===== src/mwlzcr_pkg.sv =====
// Shared types and constants for the mic window level / zero-crossing meter.
// No dependencies; used by every module of the block by scoped names.
`timescale 1ns / 1ps

package mwlzcr_pkg;

    localparam int WORD_W  = 32;
    localparam int CROSS_W = 8;
    localparam int SCALE_W = 13;
    localparam int CFG_W   = 16;
    localparam int CFG_IDX_W = 3;

    // configuration register indexes
    localparam logic [CFG_IDX_W-1:0] CFG_INPUT_SHIFT   = 3'd0;
    localparam logic [CFG_IDX_W-1:0] CFG_DC_SHIFT      = 3'd1;
    localparam logic [CFG_IDX_W-1:0] CFG_ZCR_THRESHOLD = 3'd2;
    localparam logic [CFG_IDX_W-1:0] CFG_LEVEL_DIVISOR = 3'd3;
    localparam logic [CFG_IDX_W-1:0] CFG_ZCR_SCALE     = 3'd4;

    // hysteresis sign tracker codes
    localparam logic [1:0] SIGN_NONE = 2'd0;
    localparam logic [1:0] SIGN_POS  = 2'd1;
    localparam logic [1:0] SIGN_NEG  = 2'd2;

    localparam logic [7:0] SAT_MAX = 8'hFF;

    typedef struct packed {
        logic [4:0]  input_shift;
        logic [3:0]  dc_shift;
        logic [15:0] zcr_threshold;
    } lane_cfg_t;

    typedef struct packed {
        logic accept;   // new frame word enters the lane
        logic reload;   // window closed: restart from committed DC
    } lane_ctrl_t;

endpackage


===== src/mic_window_level_zcr_meter.sv =====
// Top level of the mic window meter: config registers, frame counter, the
// merge stage over the two lanes and the output register.
// Depends on mwlzcr_pkg, mwlzcr_lane and mwlzcr_div.
//
//   channel  | signals                                        | dir
//   ---------+------------------------------------------------+-----
//   frames   | in_valid, in_stall, left_word, right_word,     | in
//            | last_frame                                     |
//   results  | out_valid, out_stall, level, zero_cross_rate,  | out
//            | left_chosen                                    |
//   config   | cfg_wr_en, cfg_index, cfg_data                 | in
//
// Within a window one frame is taken every cycle; the lanes are two stages deep.
// Closing a window holds off frames through lane drain, merge, divider start,
// the 8 quotient bits of the serial dividers, and the output load (longer
// if the previous result has not been taken). Only one result waits at a time.
// Reset is asynchronous; no clearing pass is needed after it.
`timescale 1ns / 1ps

module mic_window_level_zcr_meter #(
    parameter int MAX_WINDOW_FRAMES = 128
) (
    input  logic                                       clk,
    input  logic                                       rst_n,
    input  logic                                       in_valid,
    output logic                                       in_stall,
    input  logic signed [mwlzcr_pkg::WORD_W-1:0]       left_word,
    input  logic signed [mwlzcr_pkg::WORD_W-1:0]       right_word,
    input  logic                                       last_frame,
    output logic                                       out_valid,
    input  logic                                       out_stall,
    output logic [7:0]                                 level,
    output logic [7:0]                                 zero_cross_rate,
    output logic                                       left_chosen,
    input  logic                                       cfg_wr_en,
    input  logic [mwlzcr_pkg::CFG_IDX_W-1:0]           cfg_index,
    input  logic [mwlzcr_pkg::CFG_W-1:0]               cfg_data
);

    localparam int FC_W     = $clog2(MAX_WINDOW_FRAMES + 1);
    localparam int ENERGY_W = mwlzcr_pkg::WORD_W + FC_W;
    localparam int LDEN_W   = FC_W + 8;
    localparam int ZNUM_W   = mwlzcr_pkg::CROSS_W + mwlzcr_pkg::SCALE_W;
    localparam logic [FC_W-1:0] LAST_COUNT = FC_W'(MAX_WINDOW_FRAMES - 1);

    localparam logic [2:0] ST_IDLE   = 3'd0;
    localparam logic [2:0] ST_DRAIN  = 3'd1;
    localparam logic [2:0] ST_MERGE  = 3'd2;
    localparam logic [2:0] ST_LAUNCH = 3'd3;
    localparam logic [2:0] ST_DIV    = 3'd4;

    logic [2:0]  state_reg;
    logic [2:0]  state_next;

    logic [4:0]  input_shift_reg;
    logic [3:0]  dc_shift_reg;
    logic [15:0] zcr_threshold_reg;
    logic [7:0]  level_divisor_reg;
    logic [12:0] zcr_scale_reg;

    logic [FC_W-1:0] frame_count_reg;

    mwlzcr_pkg::lane_cfg_t  lane_cfg;
    mwlzcr_pkg::lane_ctrl_t lane_ctrl;

    logic [ENERGY_W-1:0]                  energy_l, energy_r;
    logic signed [mwlzcr_pkg::WORD_W-1:0] dc_l, dc_r, win_dc;
    logic [mwlzcr_pkg::CROSS_W-1:0]       cross_l, cross_r;

    logic              accept;
    logic              close;
    logic              left_win;
    logic [ZNUM_W-1:0] zprod_l, zprod_r;

    logic [ENERGY_W-1:0] lvl_num_reg;
    logic [LDEN_W-1:0]   lvl_den_reg;
    logic [ZNUM_W-1:0]   zcr_num_reg;
    logic [FC_W-1:0]     zcr_den_reg;
    logic                left_win_reg;

    logic       div_start;
    logic       lvl_busy, zcr_busy;
    logic [7:0] lvl_quot, zcr_quot;
    logic       out_free;
    logic       out_load;

    logic       out_valid_reg;
    logic [7:0] level_reg;
    logic [7:0] zcr_reg;
    logic       left_chosen_reg;

    assign accept   = in_valid && !in_stall;
    assign close    = last_frame || (frame_count_reg == LAST_COUNT);
    assign in_stall = (state_reg != ST_IDLE);

    assign lane_cfg.input_shift   = input_shift_reg;
    assign lane_cfg.dc_shift      = dc_shift_reg;
    assign lane_cfg.zcr_threshold = zcr_threshold_reg;
    assign lane_ctrl.accept       = accept;
    assign lane_ctrl.reload       = (state_reg == ST_MERGE);

    // louder slot wins, left on a tie
    assign left_win = (energy_l >= energy_r);
    assign win_dc   = left_win ? dc_l : dc_r;
    assign zprod_l  = ZNUM_W'(cross_l) * ZNUM_W'(zcr_scale_reg);
    assign zprod_r  = ZNUM_W'(cross_r) * ZNUM_W'(zcr_scale_reg);

    assign div_start = (state_reg == ST_LAUNCH);
    assign out_free  = !out_valid_reg || !out_stall;
    assign out_load  = (state_reg == ST_DIV) && !lvl_busy && !zcr_busy && out_free;

    mwlzcr_lane #(.ENERGY_W(ENERGY_W)) u_lane_l (
        .clk       (clk),
        .rst_n     (rst_n),
        .ctrl      (lane_ctrl),
        .cfg       (lane_cfg),
        .word      (left_word),
        .reload_dc (win_dc),
        .energy    (energy_l),
        .dc        (dc_l),
        .crossings (cross_l)
    );

    mwlzcr_lane #(.ENERGY_W(ENERGY_W)) u_lane_r (
        .clk       (clk),
        .rst_n     (rst_n),
        .ctrl      (lane_ctrl),
        .cfg       (lane_cfg),
        .word      (right_word),
        .reload_dc (win_dc),
        .energy    (energy_r),
        .dc        (dc_r),
        .crossings (cross_r)
    );

    // (energy / frames) / divisor == energy / (frames * divisor)
    mwlzcr_div #(.NUM_W(ENERGY_W), .DEN_W(LDEN_W)) u_div_level (
        .clk   (clk),
        .rst_n (rst_n),
        .start (div_start),
        .num   (lvl_num_reg),
        .den   (lvl_den_reg),
        .busy  (lvl_busy),
        .quot  (lvl_quot)
    );

    mwlzcr_div #(.NUM_W(ZNUM_W), .DEN_W(FC_W)) u_div_zcr (
        .clk   (clk),
        .rst_n (rst_n),
        .start (div_start),
        .num   (zcr_num_reg),
        .den   (zcr_den_reg),
        .busy  (zcr_busy),
        .quot  (zcr_quot)
    );

    always_comb
    begin
        state_next = state_reg;
        unique case (state_reg)
            ST_IDLE:
                if (accept && close)
                    state_next = ST_DRAIN;
            ST_DRAIN:  state_next = ST_MERGE;
            ST_MERGE:  state_next = ST_LAUNCH;
            ST_LAUNCH: state_next = ST_DIV;
            ST_DIV:
                if (out_load)
                    state_next = ST_IDLE;
            default:   state_next = ST_IDLE;
        endcase
    end

    always_ff @(posedge clk or negedge rst_n)
    begin
        if (!rst_n)
        begin
            state_reg         <= ST_IDLE;
            input_shift_reg   <= 5'd11;
            dc_shift_reg      <= 4'd7;
            zcr_threshold_reg <= 16'd150;
            level_divisor_reg <= 8'd40;
            zcr_scale_reg     <= 13'd512;
            frame_count_reg   <= '0;
            out_valid_reg     <= 1'b0;
        end
        else
        begin
            state_reg <= state_next;

            if (cfg_wr_en)
            begin
                unique case (cfg_index)
                    mwlzcr_pkg::CFG_INPUT_SHIFT:   input_shift_reg   <= cfg_data[4:0];
                    mwlzcr_pkg::CFG_DC_SHIFT:      dc_shift_reg      <= cfg_data[3:0];
                    mwlzcr_pkg::CFG_ZCR_THRESHOLD: zcr_threshold_reg <= cfg_data;
                    mwlzcr_pkg::CFG_LEVEL_DIVISOR: level_divisor_reg <= cfg_data[7:0];
                    mwlzcr_pkg::CFG_ZCR_SCALE:     zcr_scale_reg     <= cfg_data[12:0];
                    default: ;
                endcase
            end

            if (state_reg == ST_MERGE)
                frame_count_reg <= '0;
            else if (accept)
                frame_count_reg <= frame_count_reg + FC_W'(1);

            if (out_load)
                out_valid_reg <= 1'b1;
            else if (!out_stall)
                out_valid_reg <= 1'b0;
        end
    end

    // merge stage operands, captured after the last frame has left the lanes
    always_ff @(posedge clk)
    begin
        if (state_reg == ST_MERGE)
        begin
            lvl_num_reg  <= left_win ? energy_l : energy_r;
            lvl_den_reg  <= LDEN_W'(frame_count_reg) * LDEN_W'(level_divisor_reg);
            zcr_num_reg  <= left_win ? zprod_l : zprod_r;
            zcr_den_reg  <= frame_count_reg;
            left_win_reg <= left_win;
        end
        if (out_load)
        begin
            level_reg       <= lvl_quot;
            zcr_reg         <= zcr_quot;
            left_chosen_reg <= left_win_reg;
        end
    end

    assign out_valid       = out_valid_reg;
    assign level           = level_reg;
    assign zero_cross_rate = zcr_reg;
    assign left_chosen     = left_chosen_reg;

    a_count_cap: assert property (@(posedge clk) disable iff (!rst_n)
        frame_count_reg <= FC_W'(MAX_WINDOW_FRAMES))
        else $error("frame count beyond window cap");

    a_close_drains: assert property (@(posedge clk) disable iff (!rst_n)
        (accept && close) |=> (state_reg == ST_DRAIN))
        else $error("window close did not start the drain");

    a_result_from_div: assert property (@(posedge clk) disable iff (!rst_n)
        $rose(out_valid_reg) |-> ($past(state_reg) == ST_DIV))
        else $error("result raised outside the divide phase");

    a_div_busy_phase: assert property (@(posedge clk) disable iff (!rst_n)
        (lvl_busy || zcr_busy) |-> (state_reg == ST_DIV))
        else $error("divider busy outside the divide phase");

    a_cross_bound: assert property (@(posedge clk) disable iff (!rst_n)
        (state_reg == ST_IDLE) |->
            (FC_W'(cross_l) <= frame_count_reg || cross_l <= 8'(MAX_WINDOW_FRAMES)))
        else $error("left lane crossings exceed frames");

endmodule


===== src/mwlzcr_lane.sv =====
// One slot lane: input shift, magnitude sum, EMA DC removal and hysteresis
// zero-crossing counter. Two stages. Depends on mwlzcr_pkg.
`timescale 1ns / 1ps

module mwlzcr_lane #(
    parameter int ENERGY_W = 40
) (
    input  logic                                clk,
    input  logic                                rst_n,
    input  mwlzcr_pkg::lane_ctrl_t              ctrl,
    input  mwlzcr_pkg::lane_cfg_t               cfg,
    input  logic signed [mwlzcr_pkg::WORD_W-1:0] word,
    input  logic signed [mwlzcr_pkg::WORD_W-1:0] reload_dc,
    output logic [ENERGY_W-1:0]                 energy,
    output logic signed [mwlzcr_pkg::WORD_W-1:0] dc,
    output logic [mwlzcr_pkg::CROSS_W-1:0]      crossings
);

    localparam int W = mwlzcr_pkg::WORD_W;

    logic signed [W-1:0]        x_reg;
    logic                       x_valid_reg;
    logic signed [W-1:0]        dc_reg;
    logic signed [W-1:0]        dc_next;
    logic [1:0]                 sign_reg;
    logic [1:0]                 sign_next;
    logic [mwlzcr_pkg::CROSS_W-1:0] cross_reg;
    logic [ENERGY_W-1:0]        energy_reg;
    logic [ENERGY_W-1:0]        energy_next;

    logic [W-1:0]               mag;
    logic signed [W:0]          y;
    logic signed [W:0]          y_shr;
    logic signed [W:0]          dc_sum;
    logic signed [W+1:0]        y_ext;
    logic signed [W+1:0]        thr_p;
    logic                       crossed;

    always_comb
    begin
        // magnitude of the most negative word is 2^31 as unsigned
        mag         = x_reg[W-1] ? (~x_reg + W'(1)) : x_reg;
        energy_next = energy_reg + ENERGY_W'(mag);

        y      = $signed({x_reg[W-1], x_reg}) - $signed({dc_reg[W-1], dc_reg});
        y_shr  = y >>> cfg.dc_shift;
        dc_sum = $signed({dc_reg[W-1], dc_reg}) + y_shr;
        // DC stays between its old value and x, so it fits the word width
        dc_next = dc_sum[W-1:0];

        y_ext = {y[W], y};
        thr_p = $signed({{(W+2-16){1'b0}}, cfg.zcr_threshold});
        if (y_ext > thr_p)
            sign_next = mwlzcr_pkg::SIGN_POS;
        else if (y_ext < -thr_p)
            sign_next = mwlzcr_pkg::SIGN_NEG;
        else
            sign_next = sign_reg;

        crossed = (sign_reg != mwlzcr_pkg::SIGN_NONE) && (sign_next != sign_reg);
    end

    always_ff @(posedge clk or negedge rst_n)
    begin
        if (!rst_n)
        begin
            x_valid_reg <= 1'b0;
            dc_reg      <= '0;
            sign_reg    <= mwlzcr_pkg::SIGN_NONE;
            cross_reg   <= '0;
            energy_reg  <= '0;
        end
        else
        begin
            x_valid_reg <= ctrl.accept;
            if (ctrl.reload)
            begin
                dc_reg     <= reload_dc;
                sign_reg   <= mwlzcr_pkg::SIGN_NONE;
                cross_reg  <= '0;
                energy_reg <= '0;
            end
            else if (x_valid_reg)
            begin
                dc_reg     <= dc_next;
                sign_reg   <= sign_next;
                energy_reg <= energy_next;
                if (crossed && cross_reg != mwlzcr_pkg::SAT_MAX)
                    cross_reg <= cross_reg + 8'd1;
            end
        end
    end

    always_ff @(posedge clk)
    begin
        if (ctrl.accept)
            x_reg <= word >>> cfg.input_shift;
    end

    assign energy    = energy_reg;
    assign dc        = dc_reg;
    assign crossings = cross_reg;

endmodule


===== src/mwlzcr_div.sv =====
// Restoring divider giving an 8-bit quotient saturated at 255, one bit a cycle.
// A zero divisor also saturates. Depends on mwlzcr_pkg.
`timescale 1ns / 1ps

module mwlzcr_div #(
    parameter int NUM_W = 40,
    parameter int DEN_W = 16
) (
    input  logic             clk,
    input  logic             rst_n,
    input  logic             start,
    input  logic [NUM_W-1:0] num,
    input  logic [DEN_W-1:0] den,
    output logic             busy,
    output logic [7:0]       quot
);

    localparam int WW = (NUM_W > DEN_W + 8) ? NUM_W : DEN_W + 8;

    logic [WW-1:0]    rem_reg;
    logic [DEN_W-1:0] den_reg;
    logic [2:0]       bit_reg;
    logic [7:0]       quot_reg;
    logic             busy_reg;

    logic [WW-1:0]    num_w;
    logic [WW-1:0]    den_top;
    logic [WW-1:0]    trial;
    logic             sat;

    always_comb
    begin
        num_w   = WW'(num);
        den_top = WW'(den) << 8;
        sat     = (den == '0) || (num_w >= den_top);
        trial   = WW'(den_reg) << bit_reg;
    end

    always_ff @(posedge clk or negedge rst_n)
    begin
        if (!rst_n)
            busy_reg <= 1'b0;
        else if (start)
            busy_reg <= !sat;
        else if (busy_reg && bit_reg == 3'd0)
            busy_reg <= 1'b0;
    end

    always_ff @(posedge clk)
    begin
        if (start)
        begin
            rem_reg  <= num_w;
            den_reg  <= den;
            bit_reg  <= 3'd7;
            quot_reg <= sat ? mwlzcr_pkg::SAT_MAX : 8'd0;
        end
        else if (busy_reg)
        begin
            if (rem_reg >= trial)
            begin
                rem_reg           <= rem_reg - trial;
                quot_reg[bit_reg] <= 1'b1;
            end
            bit_reg <= bit_reg - 3'd1;
        end
    end

    assign busy = busy_reg;
    assign quot = quot_reg;

endmodule

===== config.mk =====
export PLATFORM = sky130hd
export DESIGN_NAME = mic_window_level_zcr_meter
export DESIGN_NICKNAME = d
export VERILOG_FILES = /design/src/mwlzcr_pkg.sv /design/src/mic_window_level_zcr_meter.sv /design/src/mwlzcr_lane.sv /design/src/mwlzcr_div.sv
export SDC_FILE = /design/constraint.sdc
export NUM_CORES = 2
export LEC_CHECK = 0
export BUFFER_PORTS_ARGS = -buffer_cell sky130_fd_sc_hd__buf_2
export CELL_PAD_IN_SITES_DETAIL_PLACEMENT = 1
export CELL_PAD_IN_SITES_GLOBAL_PLACEMENT = 1
export CORE_AREA = 3 3 388 390
export CTS_CLUSTER_SIZE = 8
export DETAILED_ROUTE_END_ITERATION = 6
export DIE_AREA = 0 0 391 393
export PLACE_DENSITY_LB_ADDON = 0.1
export SLEW_MARGIN = 0
export SYNTH_ARGS = -nofsm -noshare
export SYNTH_HDL_FRONTEND = slang
export SYNTH_SLANG_ARGS = --single-unit

===== constraint.sdc =====
create_clock -name clk -period 6.2 [get_ports clk]
set_clock_uncertainty 0.2 [all_clocks]
set_input_delay 1.24 -clock clk [delete_from_list [all_inputs] [get_ports clk]]
set_output_delay 1.24 -clock clk [all_outputs]
set_load 0.005 [all_outputs]

Yosys cells after proc, flatten, opt, wreduce, memory -nomap -nowiden. Cells that the tools add are included.

Multiply operators: 3. Reductions and logical operators: 53. Bitwise logic cells: 4. Divide/modulo/power cells: 0. Equal/unequal tests: 16. Multiplexer cells: 56. Order comparisons: 13. Add/subtract/negate cells: 16. Shift operators: 6.

Operators by type and width (number): $mux 40 (8); $mux 32 (7); $mux 8 (16); $mux 21 (4); $add 40x32->40 (2); $ge 40x40->1 (2); $lt 33x34->1 (2); $gt 33x17->1 (2); $sshr 33x4->32 (2); $sub 32x32->33 (2); $add 32x2->32 const B (2); $add 32x32->32 (2); $not 32->32 (2); $sshr 32x5->32 (2); $mul 8x13->21 (2); $ge 40x24->1 (1); $shl 16x3->40 (1); $sub 40x40->40 (1); $neg 16->34 (1); $add 8x1->8 const B (3); $reduce_bool 2->1 (12); $ge 21x16->1 (1); $ge 21x21->1 (1); $shl 8x3->21 (1); other kinds (27) (88).

Word-level logic and storage cells: 204. Memories: 0. Register bits after elaboration: 499. Latch bits: 0. Output and inout bits: 19. Memory bits (writable): 0. ROM bits: 0.

Longest topological paths before layout.
Depth in word-level cells: 10. Gate-level depth with buffers: 30.

Cells and area by module. A second synthesis with hierarchy kept.

Cells, all modules: 6118. Area total of the unflattened synthesis: 54219.5 sq um.

By module, submodules not included: mic_window_level_zcr_meter (instances 1, area each 16220.6 sq um, cells each 1575, sequential area each 4560.6 sq um); mwlzcr_lane (u_lane_r) (instances 1, area each 14943.1 sq um, cells each 1849, sequential area each 3037.9 sq um); mwlzcr_lane (u_lane_l) (instances 1, area each 14426.3 sq um, cells each 1777, sequential area each 3037.9 sq um); mwlzcr_div (u_div_level) (instances 1, area each 5381.4 sq um, cells each 555, sequential area each 2006.9 sq um); mwlzcr_div (u_div_zcr) (instances 1, area each 3248.1 sq um, cells each 362, sequential area each 1196.1 sq um).

Worst setup path after synthesis. Ideal clock, no wire load.

Path type: reg2reg. From: register u_lane_l.x_reg[3]. To: register u_lane_l.dc_reg[30], in the netlist u_lane_l.dc[30]. Path slack: -15 ps. Clock period less this slack: 6215 ps. Stages on the path, launching flop included: 27. Path buffers: 0. Data arrival time: 5872 ps. Setup time: 143 ps. Cells stage by stage: edfxtp_1 -> ha_1 -> o211ai_1 -> a21oi_1 -> o21a_1 -> o211ai_1 -> a21oi_1 -> or3_1 -> and2_0 -> mux4_2 -> nand2_1 -> nand2_1 -> nand2_1 -> o21ai_0 -> fa_1 -> a21o_1 -> a21oi_1 -> o21a_1 -> o41ai_1 -> a2111oi_0 -> o21bai_1 -> a221oi_1 -> a211oi_1 -> nand2b_1 -> a21oi_1 -> xor2_1 -> o221ai_1.

Longest elaborated chain between the ends: 5.

Ends and longest elaborated chain: start, declared (line mwlzcr_lane.sv:21) `logic signed [W-1:0] x_reg;`; start signal, assigned (line mwlzcr_lane.sv:97) `x_reg <= word >>> cfg.input_shift;`; $sub 32x32->33 (line mwlzcr_lane.sv:45) `y = $signed({x_reg[W-1], x_reg}) - $signed({dc_reg[W-1], dc_reg});`; $sshr 33x4->32 (line mwlzcr_lane.sv:46) `y_shr = y >>> cfg.dc_shift;`; $add 32x32->32 (line mwlzcr_lane.sv:47) `dc_sum = $signed({dc_reg[W-1], dc_reg}) + y_shr;`; $mux 32 (line mwlzcr_lane.sv:83) `else if (x_valid_reg)`; $mux 32 (line mwlzcr_lane.sv:76) `if (ctrl.reload)`; end signal, assigned (line mwlzcr_lane.sv:78) `dc_reg <= reload_dc;`; end signal, assigned (line mwlzcr_lane.sv:85) `dc_reg <= dc_next;`; end, declared (line mwlzcr_lane.sv:23) `logic signed [W-1:0] dc_reg;`.

Every way passes these cells. The select of a mux whose other input is x is not followed. A chain may end at the register's enable or synchronous reset.

Worst setup path after layout.
From: register u_lane_r.x_reg[4]. To: register u_lane_r.dc_reg[29], in the netlist u_lane_r.dc[29].

Longest elaborated chain between the ends: 5.

Ends and longest elaborated chain (line): start, declared (mwlzcr_lane.sv:21); start signal, assigned (mwlzcr_lane.sv:97); $sub 32x32->33 (mwlzcr_lane.sv:45); $sshr 33x4->32 (mwlzcr_lane.sv:46); $add 32x32->32 (mwlzcr_lane.sv:47); $mux 32 (mwlzcr_lane.sv:83); $mux 32 (mwlzcr_lane.sv:76); end signal, assigned (mwlzcr_lane.sv:78); end signal, assigned (mwlzcr_lane.sv:85); end, declared (mwlzcr_lane.sv:23).

Every way passes these cells. The select of a mux whose other input is x is not followed.

==> out/qor.json <==
{
  "synth.yosys.warnings": 0,
  "groute.layer.met2.usage": 0.4440,
  "timing.critical_path.from_type": "flip-flop",
  "die_footprint_mm2": 0.1537,
  "critical-path-slowest-cell": "sky130_fd_sc_hd__edfxtp_1",
  "worst_hold_path.num_cells": 0,
  "wl_per_cell_um": 23.16,
  "global_router_s_overall_resource_usage": 0.2561,
  "grt_overflow": 0,
  "synth.most_common_cell": "sky130_fd_sc_hd__nand2_1",
  "outcome": "finished, violations left",
  "synth_edf_count": 268,
  "synth_cells": 5959,
  "whs_endpoint": "left_chosen$_DFFE_PP_",
  "maximum_clock_rate_ghz": 0.1585,
  "postRouteAntennaNets": 0,
  "global_route.peak_usage_layer": "met2",
  "path_class": "reg2reg",
  "place.detailed.instances": 8402,
  "synth_seq_area_share": 0.2681,
  "floorplan.die.height_um": 393,
  "finalMaxSlewViolations": 0,
  "placeableCoreArea_mm2": 0.1475,
  "postSynthRegisterBits": 499,
  "yosys-top-cells-count": "649 x sky130_fd_sc_hd__nand2_1, 519 x sky130_fd_sc_hd__ha_1, 469 x sky130_fd_sc_hd__nor2_1, 457 x sky130_fd_sc_hd__inv_1, 427 x sky130_fd_sc_hd__a21oi_1",
  "drc": 0,
  "io_pins": 108,
  "gp_routability_congestion": 0.9125,
  "placementRows": 141,
  "drive_above_1_share": 0.2072,
  "flow.area_growth_from_synthesis_pct": 22.38,
  "dp_hpwl_mm": 159.3,
  "synth_top_flop_cell": "sky130_fd_sc_hd__edfxtp_1",
  "worst-slew-pin-transition_ps": 1258,
  "crit-reg2reg-launch": "u_lane_r.x_reg[4]$_DFFE_PP_",
  "grt_first_pass_wirelength_mm": 302.4,
  "post-synth-top-area-fraction": 0.1562,
  "yosys-top-cells-area": "sky130_fd_sc_hd__edfxtp_1 16%, sky130_fd_sc_hd__ha_1 13%, sky130_fd_sc_hd__dfrtp_1 10%, sky130_fd_sc_hd__fa_1 6.8%, sky130_fd_sc_hd__nand2_1 4.7%",
  "ctsRootBufferMaster": "sky130_fd_sc_hd__clkbuf_16",
  "netlist_area_mm2": 0.05153,
  "syn_area_per_cell_um2": 8.647,
  "timing.max_cap.violations": 0,
  "gr-usage-met1": 0.3305,
  "first_iter_violations": 2380,
  "cts.sinks": 499,
  "layout_worst_path_cycle_share": 1.018,
  "die_width_um": 391,
  "cts_buffers": 76,
  "synth_nets": 6743,
  "ys_types": 89,
  "routed_wirelength_mm": 199.2,
  "final_critical_path_setup_slack_ps": -111.2,
  "grt_max_degree": 101,
  "route.detailed.vias_per_inst": 5.412,
  "worst_r2r_path_depth": 31,
  "nets": 7396,
  "final_hold_viol_count": 0,
  "htree_levels": 3,
  "worst_path_most_repeated_cell": "sky130_fd_sc_hd__buf_4",
  "worst_hold_startpoint": "left_win_reg$_DFFE_PP_",
  "critical_path_required_ps": 6590,
  "critPathArrivalTime_ps": 6700,
  "rr_endpoint": "u_lane_r.dc[29]$_DFFE_PN0P_",
  "cts.reportedPaths.clkPinSlew_ps": 60,
  "worst_hold_path_type": "reg2reg",
  "period_needed_ps": 6311,
  "worstSkewPairLatency_ps": 710,
  "cts_max_path_buffers": 3,
  "grt_pass1_vias": 48879,
  "synthDominantAreaCellType": "sky130_fd_sc_hd__edfxtp_1",
  "rsz0062_at_grt": "true",
  "critical_path.max_stage_delay_ps": 430,
  "failing_checks": "negative setup slack",
  "synthArstFlopShare": 0.4509,
  "worst_slew_margin_rel": 0.1525,
  "end_kind": "flip-flop",
  "grt.met3_usage": 0.01950,
  "drtPass1Iterations": 5,
  "cp_max_fo": 4,
  "r2r_setup_slack_ps": -110,
  "stdcell_count": 8602,
  "finalSetupViolCount": 1,
  "floorplan.initialDensity": 0.3494,
  "cts_tree": "done",
  "antenna_found_initial": 5,
  "port_buffers": 107,
  "detailed_route_via_count": 46556
}
==> critical path: cells and delay by family, from the launching register on <==
kind                       cells  cell delay [ps]
AOI/OAI and AO/OA             12             2260
adders and majority gates      2              560
buffers and inverters          8             1200
muxes                          6             1070
and+or+nand+nor                3              470
DFF                            1              430
==> cell usage in the layout (no fill, tap or decap), types with 106 or more instances in the layout <==
| cell | Yosys | final |
|---|---|---|
| sky130_fd_sc_hd__a21o_1 | 144 | 144 |
| sky130_fd_sc_hd__a21oi_1 | 427 | 373 |
| sky130_fd_sc_hd__and2_1 | 153 | 152 |
| sky130_fd_sc_hd__buf_2 | 1 | 106 |
| sky130_fd_sc_hd__buf_4 | 0 | 728 |
| sky130_fd_sc_hd__dfrtp_1 | 212 | 204 |
| sky130_fd_sc_hd__edfxtp_1 | 268 | 268 |
| sky130_fd_sc_hd__fa_1 | 176 | 172 |
| sky130_fd_sc_hd__ha_1 | 519 | 498 |
| sky130_fd_sc_hd__inv_1 | 457 | 444 |
| sky130_fd_sc_hd__mux2i_1 | 226 | 188 |
| sky130_fd_sc_hd__nand2_1 | 649 | 639 |
| sky130_fd_sc_hd__nor2_1 | 469 | 459 |
| sky130_fd_sc_hd__o21ai_0 | 409 | 368 |
| sky130_fd_sc_hd__xnor2_1 | 211 | 199 |
==> metrics by stage <==
step	setup TNS (ps)	utilization	instance area [um2]	hold WS, ps	setup WS, ps
global placement	-6936	0.3979	58690	205.4	-824.4
finish	-111.2	0.4276	63060	224.4	-111.2
CTS	-1.504	0.4194	61850	229.5	-1.504
detailed placement	-9722	0.3979	58690	210.7	-852.8
floorplan	0	-	51530	200.3	35.51
global route	-2084	0.4275	63050	232.8	-303.7
==> kinds of logic after synthesis <==
family          after synthesis  synth area share
simple gates               1866            0.1697
compound gates             1497            0.1799
buf+inv                     736           0.05364
fa+ha+maj                   695            0.1944
flops                       499            0.2681
mux                         351           0.08069
xor+xnor                    315           0.05354
==> metal layers <==
layer	share of wire	wire length (um)	up-vias
met5	0.000060	12	-
met3	0.024	4708	236
met1	0.45	88900	23200
met2	0.48	96460	622
li1	-	-	22496
met4	0.046	9112	2
==> cell type report <==
| type | count | area, um2 |
|---|---|---|
| Antenna cell | 3 | 7.507 |
| Clock buffer | 123 | 2128 |
| Clock inverter | 12 | 214.0 |
| Fill cell | 17120 | 84430 |
| Inverter | 462 | 1740 |
| Multi-Input combinational cell | 4724 | 36520 |
| Sequential cell | 499 | 13830 |
| Tap cell | 1930 | 2415 |
| Timing Repair Buffer | 849 | 6195 |
==> worst max path at each step <==
stage / start / end / slack, ps / cells past startpoint
after floorplan: u_lane_l.x_reg[3]$_DFFE_PP_ / u_lane_l.dc[30]$_DFFE_PN0P_ / 40 / 26
after global placement: u_lane_l.x_reg[0]$_DFFE_PP_ / u_lane_l.dc[30]$_DFFE_PN0P_ / -820 / 30
after detailed placement: u_lane_l.x_reg[0]$_DFFE_PP_ / u_lane_l.dc[30]$_DFFE_PN0P_ / -850 / 30
after CTS: u_lane_l.x_reg[0]$_DFFE_PP_ / u_lane_l.dc[30]$_DFFE_PN0P_ / -2 / 33
after global routing: u_lane_l.x_reg[0]$_DFFE_PP_ / u_lane_l.dc[31]$_DFFE_PN0P_ / -300 / 34
final: u_lane_r.x_reg[4]$_DFFE_PP_ / u_lane_r.dc[29]$_DFFE_PN0P_ / -110 / 31
==> timing repair <==
item | in CTS | in global routing
buffers inserted | 27 | 40
hold buffers | 0 | 0
resized for setup | 138 | 210
endpoints found under the setup margin | 35 | 50
pin swaps | 31 | 91
Power is not shown: default switching activity piles up to over one toggle a cycle in this logic, so the estimate is an artifact.
